## src/hdl/rrtt_pkg.sv

```systemverilog
`default_nettype none
// ----------------------------------------------------------------------------
// Round-robin task table package
// Types and constants shared by the controller, the slot cells and the top.
// ----------------------------------------------------------------------------
package rrtt_pkg;

  // Slot numbers inside the cell row are carried at the widest supported
  // table size of 64 slots.
  localparam int SLOT_W = 6;
  typedef logic [SLOT_W-1:0] slot_idx_t;

  // Request codes on the mode field.
  localparam logic [2:0] MODE_CREATE  = 3'd0;
  localparam logic [2:0] MODE_KILL    = 3'd1;
  localparam logic [2:0] MODE_SUSPEND = 3'd2;
  localparam logic [2:0] MODE_RESUME  = 3'd3;
  localparam logic [2:0] MODE_TICK    = 3'd4;
  localparam logic [2:0] MODE_SWITCH  = 3'd5;

  typedef enum logic [1:0] {
    SLOT_FREE      = 2'd0,
    SLOT_RUNNING   = 2'd1,
    SLOT_SUSPENDED = 2'd2
  } slot_state_t;

  typedef enum logic [2:0] {
    CELL_NOP,
    CELL_KILL,
    CELL_SUSPEND,
    CELL_RESUME,
    CELL_CHECK_RUN,
    CELL_CLAIM
  } cell_op_t;

  typedef enum logic [1:0] {
    ST_IDLE,
    ST_EXEC,
    ST_SCAN,
    ST_RESP
  } fsm_state_t;

  // Command broadcast from the controller to every cell.
  typedef struct packed {
    cell_op_t    op;
    slot_idx_t   target;
    logic        launch;
    slot_idx_t   launch_at;
    logic        clear;
    slot_state_t seek;
  } cell_cmd_t;

  // Status returned by each cell.
  typedef struct packed {
    logic tok;
    logic hit;
    logic ack;
  } cell_rsp_t;

endpackage : rrtt_pkg
`default_nettype wire

```

## src/hdl/rrtt_cell.sv

```systemverilog
`default_nettype none
// ----------------------------------------------------------------------------
// Round-robin task table slot cell
// Holds the state of one task slot and one stage of the circulating scan
// token. Addressed commands update the slot in place.
// ----------------------------------------------------------------------------
module rrtt_cell #(
  parameter rrtt_pkg::slot_idx_t CELL_ID = '0
) (
  input  wire logic                clk,
  input  wire logic                rst,
  input  wire rrtt_pkg::cell_cmd_t cmd,
  input  wire logic                tok_in,
  output rrtt_pkg::cell_rsp_t      rsp
);
  import rrtt_pkg::*;

  slot_state_t slot_q;
  slot_state_t slot_next;
  logic        tok_q;
  logic        tok_next;
  logic        ack;
  logic        addressed;

  assign addressed = (cmd.target == CELL_ID);

  always_comb begin
    ack       = 1'b0;
    slot_next = slot_q;
    if (addressed) begin
      unique case (cmd.op)
        CELL_NOP: begin
        end
        CELL_KILL: begin
          if (slot_q != SLOT_FREE) begin
            ack       = 1'b1;
            slot_next = SLOT_FREE;
          end
        end
        CELL_SUSPEND: begin
          if (slot_q == SLOT_RUNNING) begin
            ack       = 1'b1;
            slot_next = SLOT_SUSPENDED;
          end
        end
        CELL_RESUME: begin
          if (slot_q == SLOT_SUSPENDED) begin
            ack       = 1'b1;
            slot_next = SLOT_RUNNING;
          end
        end
        CELL_CHECK_RUN: begin
          ack = (slot_q == SLOT_RUNNING);
        end
        CELL_CLAIM: begin
          ack       = 1'b1;
          slot_next = SLOT_RUNNING;
        end
        default: begin
        end
      endcase
    end
  end

  // The token enters at the launch slot and then moves one cell per cycle.
  always_comb begin
    if (cmd.launch) begin
      tok_next = (cmd.launch_at == CELL_ID);
    end else if (cmd.clear) begin
      tok_next = 1'b0;
    end else begin
      tok_next = tok_in;
    end
  end

  always_ff @(posedge clk) begin
    if (rst) begin
      slot_q <= (CELL_ID == '0) ? SLOT_RUNNING : SLOT_FREE;
      tok_q  <= 1'b0;
    end else begin
      slot_q <= slot_next;
      tok_q  <= tok_next;
    end
  end

  assign rsp.tok = tok_q;
  assign rsp.hit = tok_q && (slot_q == cmd.seek);
  assign rsp.ack = ack;

endmodule : rrtt_cell
`default_nettype wire

```

## src/hdl/rrtt_ctrl.sv

```systemverilog
`default_nettype none
// ----------------------------------------------------------------------------
// Round-robin task table controller
// Sequences one request: issues addressed commands to the cells, launches
// and follows the scan token, and registers the result.
// ----------------------------------------------------------------------------
module rrtt_ctrl #(
  parameter int TASK_COUNT = 16
) (
  input  wire logic                clk,
  input  wire logic                rst,
  input  wire logic                start,
  input  wire logic [2:0]          mode,
  input  wire logic [3:0]          task_index,
  output logic                     busy,
  output logic                     done,
  output logic                     ok,
  output logic [3:0]               task_slot,
  output logic [3:0]               current_task,
  output logic                     switched,
  output rrtt_pkg::cell_cmd_t      cmd,
  input  wire logic                any_hit,
  input  wire logic                any_ack
);
  import rrtt_pkg::*;

  localparam int CW = $clog2(TASK_COUNT);
  localparam logic [CW-1:0] LAST_SLOT = CW'(TASK_COUNT - 1);
  localparam logic [CW-1:0] SCAN_STEPS = CW'(TASK_COUNT - 2);

  fsm_state_t     state;
  fsm_state_t     state_next;
  logic [2:0]     mode_q;
  logic [3:0]     index_q;
  logic [CW-1:0]  cur;
  logic [CW-1:0]  scan_pos;
  logic [CW-1:0]  left;
  logic [CW-1:0]  launch_pos;
  logic [CW-1:0]  index_cw;
  logic [7:0]     index_wide;
  logic [7:0]     cur_wide;
  logic [7:0]     pos_wide;
  logic           ok_q;
  logic [3:0]     slot_q;
  logic           switched_q;
  logic           scan_mode;

  function automatic logic [CW-1:0] wrap_inc(input logic [CW-1:0] p);
    return (p == LAST_SLOT) ? '0 : p + CW'(1);
  endfunction

  assign index_wide = 8'(index_q);
  assign index_cw   = index_wide[CW-1:0];
  assign cur_wide   = 8'(cur);
  assign pos_wide   = 8'(scan_pos);
  assign scan_mode  = (mode_q == MODE_CREATE) || (mode_q == MODE_TICK);
  assign launch_pos = (mode_q == MODE_CREATE) ? CW'(1) : wrap_inc(cur);

  // Next state.
  always_comb begin
    state_next = state;
    unique case (state)
      ST_IDLE: if (start) state_next = ST_EXEC;
      ST_EXEC: state_next = scan_mode ? ST_SCAN : ST_RESP;
      ST_SCAN: if (any_hit || (left == '0)) state_next = ST_RESP;
      ST_RESP: state_next = ST_IDLE;
      default: state_next = ST_IDLE;
    endcase
  end

  // Cell commands and handshake outputs.
  always_comb begin
    cmd           = '0;
    cmd.op        = CELL_NOP;
    cmd.target    = SLOT_W'(index_q);
    cmd.launch_at = SLOT_W'(launch_pos);
    cmd.seek      = (mode_q == MODE_CREATE) ? SLOT_FREE : SLOT_RUNNING;
    unique case (state)
      ST_EXEC: begin
        case (mode_q)
          MODE_CREATE, MODE_TICK: cmd.launch = 1'b1;
          MODE_KILL:    cmd.op = (index_q != '0) ? CELL_KILL : CELL_NOP;
          MODE_SUSPEND: cmd.op = (index_q != '0) ? CELL_SUSPEND : CELL_NOP;
          MODE_RESUME:  cmd.op = CELL_RESUME;
          MODE_SWITCH:  cmd.op = CELL_CHECK_RUN;
          default:      cmd.op = CELL_NOP;
        endcase
      end
      ST_SCAN: begin
        if (any_hit || (left == '0)) begin
          cmd.clear = 1'b1;
        end
        if (any_hit && (mode_q == MODE_CREATE)) begin
          cmd.op     = CELL_CLAIM;
          cmd.target = SLOT_W'(scan_pos);
        end
      end
      default: begin
      end
    endcase
  end

  assign busy         = (state != ST_IDLE);
  assign done         = (state == ST_RESP);
  assign ok           = ok_q;
  assign task_slot    = slot_q;
  assign switched     = switched_q;
  assign current_task = cur_wide[3:0];

  always_ff @(posedge clk) begin
    if (rst) begin
      state <= ST_IDLE;
      cur   <= '0;
    end else begin
      state <= state_next;
      if ((state == ST_EXEC) && (mode_q == MODE_SWITCH) && any_ack) begin
        cur <= index_cw;
      end else if ((state == ST_SCAN) && any_hit && (mode_q == MODE_TICK)) begin
        cur <= scan_pos;
      end
    end
  end

  always_ff @(posedge clk) begin
    unique case (state)
      ST_IDLE: begin
        if (start) begin
          mode_q  <= mode;
          index_q <= task_index;
        end
      end
      ST_EXEC: begin
        ok_q       <= any_ack;
        slot_q     <= index_q;
        switched_q <= (mode_q == MODE_SWITCH) && any_ack && (index_cw != cur);
        scan_pos   <= launch_pos;
        left       <= SCAN_STEPS;
      end
      ST_SCAN: begin
        if (any_hit) begin
          ok_q       <= 1'b1;
          slot_q     <= pos_wide[3:0];
          switched_q <= (mode_q == MODE_TICK);
        end else if (left == '0) begin
          ok_q       <= (mode_q == MODE_TICK);
          slot_q     <= (mode_q == MODE_TICK) ? cur_wide[3:0] : 4'd0;
          switched_q <= 1'b0;
        end else begin
          scan_pos <= wrap_inc(scan_pos);
          left     <= left - CW'(1);
        end
      end
      default: begin
      end
    endcase
  end

endmodule : rrtt_ctrl
`default_nettype wire

```

## src/hdl/round_robin_task_table_top.sv

```systemverilog
`default_nettype none
// ----------------------------------------------------------------------------
// Round-robin task table
// A task table of TASK_COUNT slots kept in a row of cells, with a controller
// that runs create, kill, suspend, resume, timer tick and switch requests.
// ----------------------------------------------------------------------------
//
//   Channel   Handshake            Payload
//   -------   ------------------   ---------------------------------------
//   request   start / busy         mode, task_index
//   result    done (one cycle)     ok, task_slot, current_task, switched
//
// A request transaction is taken on a rising edge with start high and busy
// low. Kill, suspend, resume, switch and unused modes go from the execute
// state straight to the result state. Create and timer tick walk a token
// around the cell row, one slot per cycle, in a scan state between the two,
// and the scan stops at the first matching slot or after the last slot to visit.
// Each result transaction is shown for exactly one cycle with done high in
// the last busy cycle; the receiver cannot stall it. The block then returns
// to idle, where it can take the next request. Synchronous reset leaves
// slot 0 running, all other slots free and slot 0 current.
//
// Slot 0 is the kernel and cannot be killed or suspended. Slot numbers are
// reported on four bits; a table wider than 16 slots reports them masked.
// ----------------------------------------------------------------------------
module round_robin_task_table_top #(
  parameter int TASK_COUNT = 16
) (
  input  wire logic       clk,
  input  wire logic       rst,
  input  wire logic       start,
  input  wire logic [2:0] mode,
  input  wire logic [3:0] task_index,
  output logic            busy,
  output logic            done,
  output logic            ok,
  output logic [3:0]      task_slot,
  output logic [3:0]      current_task,
  output logic            switched
);
  import rrtt_pkg::*;

  cell_cmd_t             cmd;
  cell_rsp_t             rsp     [TASK_COUNT];
  logic [TASK_COUNT-1:0] tok_vec;
  logic [TASK_COUNT-1:0] hit_vec;
  logic [TASK_COUNT-1:0] ack_vec;

  rrtt_ctrl #(
    .TASK_COUNT (TASK_COUNT)
  ) u_ctrl (
    .clk          (clk),
    .rst          (rst),
    .start        (start),
    .mode         (mode),
    .task_index   (task_index),
    .busy         (busy),
    .done         (done),
    .ok           (ok),
    .task_slot    (task_slot),
    .current_task (current_task),
    .switched     (switched),
    .cmd          (cmd),
    .any_hit      (|hit_vec),
    .any_ack      (|ack_vec)
  );

  // The cells form a ring: each one takes the scan token from the cell
  // below it, and the last cell feeds slot 0.
  for (genvar i = 0; i < TASK_COUNT; i++) begin : g_cell
    rrtt_cell #(
      .CELL_ID (SLOT_W'(i))
    ) u_cell (
      .clk    (clk),
      .rst    (rst),
      .cmd    (cmd),
      .tok_in (rsp[(i + TASK_COUNT - 1) % TASK_COUNT].tok),
      .rsp    (rsp[i])
    );
    assign tok_vec[i] = rsp[i].tok;
    assign hit_vec[i] = rsp[i].hit;
    assign ack_vec[i] = rsp[i].ack;
  end

  // At most one scan token is in the ring at any time.
  a_one_token : assert property (@(posedge clk) disable iff (rst) $onehot0(tok_vec))
    else $error("more than one scan token in the cell row");

  // An addressed command is answered by at most one cell.
  a_one_ack : assert property (@(posedge clk) disable iff (rst) $onehot0(ack_vec))
    else $error("more than one cell acknowledged a command");

  // A result is followed by an idle cycle in which a new request can enter.
  a_done_then_idle : assert property (@(posedge clk) disable iff (rst) done |=> !busy)
    else $error("block still busy after delivering a result");

  // No token survives the end of a request.
  a_no_token_idle : assert property (@(posedge clk) disable iff (rst)
    done |-> (tok_vec == '0))
    else $error("scan token left in the cell row after a result");

endmodule : round_robin_task_table_top
`default_nettype wire

```

## config.mk

```make
export PLATFORM = sky130hd
export DESIGN_NAME = round_robin_task_table_top
export DESIGN_NICKNAME = d
export VERILOG_FILES = /design/src/hdl/rrtt_pkg.sv /design/src/hdl/rrtt_cell.sv /design/src/hdl/rrtt_ctrl.sv /design/src/hdl/round_robin_task_table_top.sv
export SDC_FILE = /design/constraint.sdc
export NUM_CORES = 1
export LEC_CHECK = 0
export BUFFER_PORTS_ARGS = -buffer_cell sky130_fd_sc_hd__buf_2
export CORE_UTILIZATION = 43
export DETAILED_ROUTE_END_ITERATION = 8
export PLACE_DENSITY = 0.55
export SETUP_SLACK_MARGIN = 0.15
export SYNTH_ARGS = -nofsm -noshare
export SYNTH_HDL_FRONTEND = slang
export SYNTH_SLANG_ARGS = --single-unit
```

## constraint.sdc

```tcl
create_clock -name clk -period 8.3 [get_ports clk]
set_clock_uncertainty 0.05 [all_clocks]
set_input_delay 0.83 -clock clk [delete_from_list [all_inputs] [get_ports clk]]
set_output_delay 0.83 -clock clk [all_outputs]
set_load 0.02 [all_outputs]
```

# Word level (Yosys, flattened, before mapping)
# Index checks and enable logic that the tools add are counted.
[word_totals] wordCells=477 output_inout_bits=12 reg_bits=75
[classes] mux=212 add_sub_neg=3 reduce_logical=74 n_eq_ne=147
[ops] op="one-hot mux 2 bit (4 select lines)" count=17
[ops] op="2-to-1 mux 1 bit" count=107
[ops] op="2-to-1 mux 2 bit" count=51
[ops] op="!= test 2 x 1 -> 1 bit, second input constant" count=49
[ops] op="one-hot mux 1 bit (5 select lines)" count=16
[ops] op="AND reduction 5 bit" count=16
[ops] op="equality test 6 x 4 -> 1 bit, second input constant" count=8
[ops] op="2-to-1 mux 4 bit" count=12
[ops] op="equality test 4 bit, second input constant" count=10
[ops] op="nonzero test 2 bit" count=19
[ops] op="equality test 2 bit, second input constant" count=18
[ops] op="equality test 2 x 1 -> 1 bit, second input constant" count=17
[ops] op="equality test 2 x 1 -> 1 bit" count=16
[ops] op="OR reduction 16 bit" count=2
[ops] op="equality test 6 x 3 -> 1 bit, second input constant" count=4
[ops] op="one-hot mux 4 bit (2 select lines)" count=3
[ops] op="logical AND 1 bit" count=23
[ops] op="equality test 4 x 3 -> 1 bit, second input constant" count=4
[ops] op="equality test 3 x 2 -> 1 bit, second input constant" count=4
[ops] op="equality test 3 bit, second input constant" count=4
[ops] op="equality test 6 x 2 -> 1 bit, second input constant" count=2
[ops] op="logical NOT 6 bit" count=2
[ops] op="one-hot mux 3 bit (4 select lines)" count=1
[ops] op="2-to-1 mux 9 bit" count=1
[ops] op="20 further kinds" count=30

# Depth between registers and ports, before layout
[depth] word_depth=15 mapped_depth=14 depth_no_buf=11

# By module
# Synthesis repeated with hierarchy kept, for this count alone.
[unflattened] cells_unflattened=759 area_unflattened_um2=6441.2
[modules_own_cells] mod="rrtt_ctrl" cells_each=153 area_each_um2=1667.8 instances=1
[modules_own_cells] mod="rrtt_cell (g_cell[5].u_cell ...)" cells_each=37 area_each_um2=281.5 instances=3
[modules_own_cells] mod="rrtt_cell (g_cell[13].u_cell ...)" cells_each=39 area_each_um2=296.5 instances=2
[modules_own_cells] mod="rrtt_cell (g_cell[1].u_cell ...)" cells_each=36 area_each_um2=291.5 instances=2
[modules_own_cells] mod="rrtt_cell (g_cell[4].u_cell ...)" cells_each=37 area_each_um2=291.5 instances=2
[modules_own_cells] mod="rrtt_cell (g_cell[10].u_cell)" cells_each=38 area_each_um2=326.6 instances=1
[modules_own_cells] mod="rrtt_cell (g_cell[11].u_cell)" cells_each=37 area_each_um2=321.6 instances=1
[modules_own_cells] mod="rrtt_cell (g_cell[12].u_cell)" cells_each=40 area_each_um2=302.8 instances=1
[modules_own_cells] mod="rrtt_cell (g_cell[0].u_cell)" cells_each=39 area_each_um2=301.5 instances=1
[modules_own_cells] mod="rrtt_cell (g_cell[7].u_cell)" cells_each=35 area_each_um2=291.5 instances=1
[modules_own_cells] mod="rrtt_cell (g_cell[3].u_cell)" cells_each=35 area_each_um2=289.0 instances=1
[modules_own_cells] mod="rrtt_cell (g_cell[15].u_cell)" cells_each=37 area_each_um2=274.0 instances=1
[modules_own_cells] mod="round_robin_task_table_top" cells_each=10 area_each_um2=62.6 instances=1

# Worst setup path after synthesis
# Ideal clock, no wire load.
[synth_timing] kind="register to register" start="reg u_ctrl.mode_q[1]" end="reg u_ctrl.cur[0] (netlist: u_ctrl.current_task[0])" setup_ns=0.123 period_less_slack_ns=3.086 setup_slack_ns=5.214 t_arrival_ns=2.913 stages_incl_launch_ff=13 path_cell_list="edfxtp_1 > buf_6 > or3_1 > buf_2 > xnor2_1 > a2111oi_2 > and4_1 > buf_4 > o21ai_0 > a22oi_1 > o41ai_2 > a21oi_2 > mux2_1"
[synth_between] elab_chain_cells=14 word_cells_on_any_way=105 cone_classes="eq/ne: 41; mux: 38; reduce/logical: 26"
[synth_lines] item="start, declared" line="rrtt_ctrl.sv:33" text="logic [2:0] mode_q;"
[synth_lines] item="start signal, assigned" line="rrtt_ctrl.sv:128" text="mode_q <= mode;"
[synth_lines] item="logical NOT 3 bit" line="rrtt_ctrl.sv:77, rrtt_ctrl.sv:93"
[synth_lines] item="2-to-1 mux 1 bit" line="rrtt_ctrl.sv:77" text="cmd.seek = (mode_q == MODE_CREATE) ? SLOT_FREE : SLOT_RUNNING;"
[synth_lines] item="equality test 2 x 1 -> 1 bit" line="rrtt_cell.sv:87" text="assign rsp.hit = tok_q && (slot_q == cmd.seek);"
[synth_lines] item="logical AND 1 bit" line="rrtt_cell.sv:87"
[synth_lines] item="OR reduction 16 bit" line="round_robin_task_table_top.sv:64" text=".any_hit (|hit_vec),"
[synth_lines] item="logical AND 1 bit" line="rrtt_ctrl.sv:93" text="if (any_hit && (mode_q == MODE_CREATE)) begin"
[synth_lines] item="2-to-1 mux 9 bit" line="rrtt_ctrl.sv:93"
[synth_lines] item="one-hot mux 3 bit (2 select lines)" line="rrtt_ctrl.sv:78" text="unique case (state)"
[synth_lines] item="equality test 3 bit, or another cell as far along" line="rrtt_cell.sv:31" text="unique case (cmd.op)"
[synth_lines] item="one-hot mux 1 bit (5 select lines)" line="rrtt_cell.sv:31"
[synth_lines] item="2-to-1 mux 1 bit" line="rrtt_cell.sv:30" text="if (addressed) begin"
[synth_lines] item="OR reduction 16 bit" line="round_robin_task_table_top.sv:65" text=".any_ack (|ack_vec)"
[synth_lines] item="logical AND 1 bit" line="rrtt_ctrl.sv:116" text="if ((state == ST_EXEC) && (mode_q == MODE_SWITCH) && any_ack) begin"
[synth_lines] item="2-to-1 mux 4 bit or nonzero test 2 bit (tied branches)"
[synth_lines] item="end signal, assigned" line="rrtt_ctrl.sv:117" text="cur <= index_cw;"
[synth_lines] item="end signal, assigned" line="rrtt_ctrl.sv:119" text="cur <= scan_pos;"
[synth_lines] item="end, declared" line="rrtt_ctrl.sv:35" text="logic [CW-1:0] cur;"
# Several ways; a longest one is shown, not always the timed one.
# A chain may end at the register's enable or synchronous reset.

# Worst setup path after layout
[layout_timing] start="reg u_ctrl.mode_q[1]" end="reg u_ctrl.cur[1] (netlist: u_ctrl.current_task[1])"
# The elaborated chain is that of the path after synthesis.

==> run summary <==
The boundary pin count is 22. The number of warnings issued by yosys is 0. From left edge to right edge, the die measures 115 um.

The multi-input combinational cells in the finished layout cover a total of about 3500 um^2. The total CTS buffers is 9. In this run the biggest area consumer among cell types represents 19.6% of the synthesized area.

In this run the remaining antenna-violating nets after routing total 0. The cell-internal power came out at 849 uW. The post-route clock period utilization is 50.4%. The number of hold violations in the final report is 0. Per report_power, the clock group accounts for ~28% of the total.

The global router's overall resource usage is 29.6%. The transition time at the pin with the least slew margin came out at around 1100 ps. The utilization of the core after routing came out at a little under half. The power density of the placed cells came out at 255 nW/um^2. The number of antenna cells inserted came out at 0. The placed cell count is 835. The min-delay analysis places its worst path in the category reg -> reg.

For this run, global-route usage on met3 was measured as 4.90%. The initial standard-cell utilization of the core came out at between 40% and 50%. Across all layers, the routed design uses 5,521 vias.

Averaged over all synthesized cells, the footprint is approximately 8.0 um^2. Input and output buffers added on the ports amount to 21. The register-to-register setup slack is 4120 ps. The worst setup path is launched from a register. The initialized floorplan defines 41 standard-cell rows. The slowest cell on the critical path is sky130_fd_sc_hd__nand2_2. Entering global routing, the biggest net connects 59 pins. The register bit count reported by yosys is 75. The share of flip-flops with an asynchronous set or reset is 0%. For this block, the initial DRC count from the detailed router was 528.

The final total negative setup slack came out at 0 ps. The part of the power in registers is 36.0%. The run finished with clean final reports.

The area growth from synthesis to layout is 7.66%. The cell chosen for the clock root is sky130_fd_sc_hd__clkbuf_16. The post-DP HPWL is 13,300 um.

The startpoint identified for the worst register-to-register timing path is u_ctrl.mode_q[1]. The number of H-tree levels came out at 3. The logic depth of the worst register-to-register path came out at 10. The floorplan die height is between 100 and 150 um. The wire length of the first global-routing pass came out at 29,500 um. Summed over all cells, the static leakage comes to 1.98 nW.

The routed length per instance came out at 21.6 um. Max-cap violations in this run came to 0. For this design, the sink count on the clock tree is 75.

The biggest area consumer among synthesized cells is sky130_fd_sc_hd__dfxtp_1. The global-route congestion overflow total came out at 0. The first TritonRoute pass finished after 7 iterations. The remaining routing DRC violations came out at 0. Post-CTS repair changed the size of 0 cells. The worst setup slack before clock tree synthesis is 4160 ps.

The shortest clock period the worst path allows after layout is 4180 ps. Of all nets on the critical path, the largest fanout is 43. The die covers 13,300 um^2.

The overall power consumption came out at 1.52 mW. The weighted congestion at the end of routability-driven global placement came out at 0.922. Yosys instantiated no cell more often than sky130_fd_sc_hd__nor2_1. In this run the standard cell core region covers around 13,000 um^2. The sequential cells in the finished layout cover a total of 1710 um^2.

The most used flip-flop cell after synthesis is sky130_fd_sc_hd__dfxtp_1. The share of post-route cells with drive strength above 1 is 10.3%. The part of the Yosys area used for sequential elements came out at between 30% and 40%. TritonCTS built the clock tree. The number of nets in the final layout came out at just under 700.

In this run the power spent charging and discharging nets is roughly 670 uW. The number of buffers on the longest clock path is 2. Data on the critical path is required at its endpoint by 8490 ps. In the routed layout, each cell is associated on average with a via count of about 6.5.

Of the total power, combinational logic draws 36.6%. The final wirelength is 18,400 um. Setup violations remaining at the end of the flow were counted as 0. The net switching share of the total power is 44.0%.

In this run the worst setup path begins at u_ctrl.mode_q[1]. The number of distinct standard cells referenced by the synthesized netlist came out at 70. In this run the cell area of the synthesized design comes to 5520 um^2. At the later pin of the worst-skew pair, clock insertion delay measures 360 ps.

For this run, the slowest stage of the critical path takes 670 ps. The final worst setup slack came out at about 4000 ps. Across the VDD grid, the largest voltage drop is 0.000145 V.

The max-slew violation count came out at 0. The critical path is of the reg -> reg type. The via count of the first global-routing pass came out at 5,281. The clock transition at the register clock pins on the worst setup and hold paths after CTS came out at about 60 ps. The post-synthesis net count came out at slightly above 700.

In this run the post-CTS setup repair buffer count came out at 0. The commonest cells after synthesis are sky130_fd_sc_hd__nor2_1, sky130_fd_sc_hd__dfxtp_1, sky130_fd_sc_hd__a21oi_1. Traced cell by cell, the critical path runs through nor3_2 -> buf_4 -> mux2i_1 -> a2111oi_2 -> nand4_2 -> nand2_2 -> nor2_1 -> o41ai_2 -> a21oi_2 -> mux2_1. Global routing consumed, on the met2 layer, roughly 47% of the routing resources. The number of buffers inserted for hold repair after clock tree synthesis is 0.

The number of flops mapped to enable cells by yosys is 21. The initial antenna violation count was 0. At the worst endpoint, the arrival time is 4370 ps. The post-synthesis instance total came out at 688. After global routing, the most crowded layer is met2. STA classifies the critical path endpoint as a register. The fmax came out at 0.239 GHz. The worst relative slew slack came out at 27.7%.

The worst register-to-register path ends at u_ctrl.current_task[1]. The capturing instance or port of the critical path is u_ctrl.current_task[1]. Leaving out filler cells and counting taps, the final layout contains around 850. Yosys attributes the largest share of cell area to sky130_fd_sc_hd__dfxtp_1, sky130_fd_sc_hd__edfxtp_1, sky130_fd_sc_hd__a21oi_1. For this run, global-route usage on met1 was measured as 39.4%.

After filler insertion, the fill cell instance count of the layout stands at 1,256. Setup repair after global routing left no endpoint under its margin.
[power groups by stage]
stage          registers, mW  logic (mW)  clock network [mW]
3_5_place_dp           0.547       0.543                   0
6_report               0.545       0.554               0.416
4_1_cts                0.539       0.545               0.422
5_1_grt                0.551       0.606               0.434
2_1_floorplan          0.494       0.431                   0
3_3_place_gp           0.546       0.538                   0
[registers in the layout (all words and copies together) (netlist names)]
register              flops
u_ctrl.current_task       4
u_ctrl.ok                 1
g_cell.u_cell.slot_q     32
u_ctrl.state              2
u_ctrl.switched           1
u_ctrl.left               4
u_ctrl.index_cw           4
u_ctrl.task_slot          4
g_cell.u_cell.tok_q      16
u_ctrl.mode_q             3
u_ctrl.scan_pos           4
[cell families after synthesis]
kind of cell,after synthesis,synth area share (%)
xor+xnor,11,1.75
buf+inv,74,5.96
flops,75,31.0
simple gates,249,24.2
compound gates,253,32.0
fa+ha+maj,8,1.81
mux,18,3.35
[through the flow]
step	instance area [um^2]	hold slack (ps)
floorplan	5520	408
global placement	5640	437
detailed placement	5640	443
CTS	5940	456
global route	5940	483
finish	5940	457
[worst max-delay path: cells and delay by family, from the launching register on]
family | cells | cell delay, ps
buf+inv | 1 | 330
mux | 2 | 460
simple gates | 4 | 1630
flops | 1 | 590
compound gates | 3 | 990
[worst min-delay path by stage]
stage                                start                          end  slack, ps  cells after the start
6_report       g_cell[13].u_cell.slot_q[1]  g_cell[13].u_cell.slot_q[1]        460                      2
5_1_grt        g_cell[13].u_cell.slot_q[1]  g_cell[13].u_cell.slot_q[1]        480                      2
4_1_cts        g_cell[13].u_cell.slot_q[1]  g_cell[13].u_cell.slot_q[1]        460                      2
3_5_place_dp   g_cell[13].u_cell.slot_q[1]  g_cell[13].u_cell.slot_q[1]        440                      2
3_3_place_gp   g_cell[14].u_cell.slot_q[1]  g_cell[14].u_cell.slot_q[1]        440                      2
2_1_floorplan       g_cell[1].u_cell.tok_q       g_cell[2].u_cell.tok_q        410                      2
[layer usage]
| layer | share of wire (%) | routed length [um] |
|---|---|---|
| met5 | 0 | 0 |
| met4 | 3.2 | 588 |
| met3 | 6.0 | 1100 |
| met2 | 45 | 8260 |
| met1 | 46 | 8470 |
[cell type report]
| type | instances | area share (%) |
|---|---|---|
| Multi-Input combinational cell | 539 | 58.5 |
| Sequential cell | 75 | 28.8 |
| Clock buffer | 9 | 3.79 |
| Tap cell | 172 | 3.62 |
| Timing Repair Buffer | 27 | 2.53 |
| Inverter | 22 | 1.39 |
| Clock inverter | 7 | 1.33 |
[layout by cell type (no fill, tap or decap), drive strengths merged, types with 4 or more instances in the layout]
master and n:
a2111oi 5, o21a 4, o22ai 19, a22oi 27, buf 27, or3 8, nand2 43, and2 4
nand3 43, clkbuf 9, edfxtp 21, a31oi 14, o2bb2ai 14, o41ai 5, nor2 58, mux2i 14
dfxtp 54, inv 27, nor3 11, ha 8, nand4 9, o41a 4, a2bb2oi 16, nor2b 16
nand2b 12, xnor2 9, o31a 8, a21oi 53, nor4 6, mux2 4, or3b 10, nand3b 14
o21ai 51, o31ai 13
Note: power is estimated with default switching activity, not from simulation.
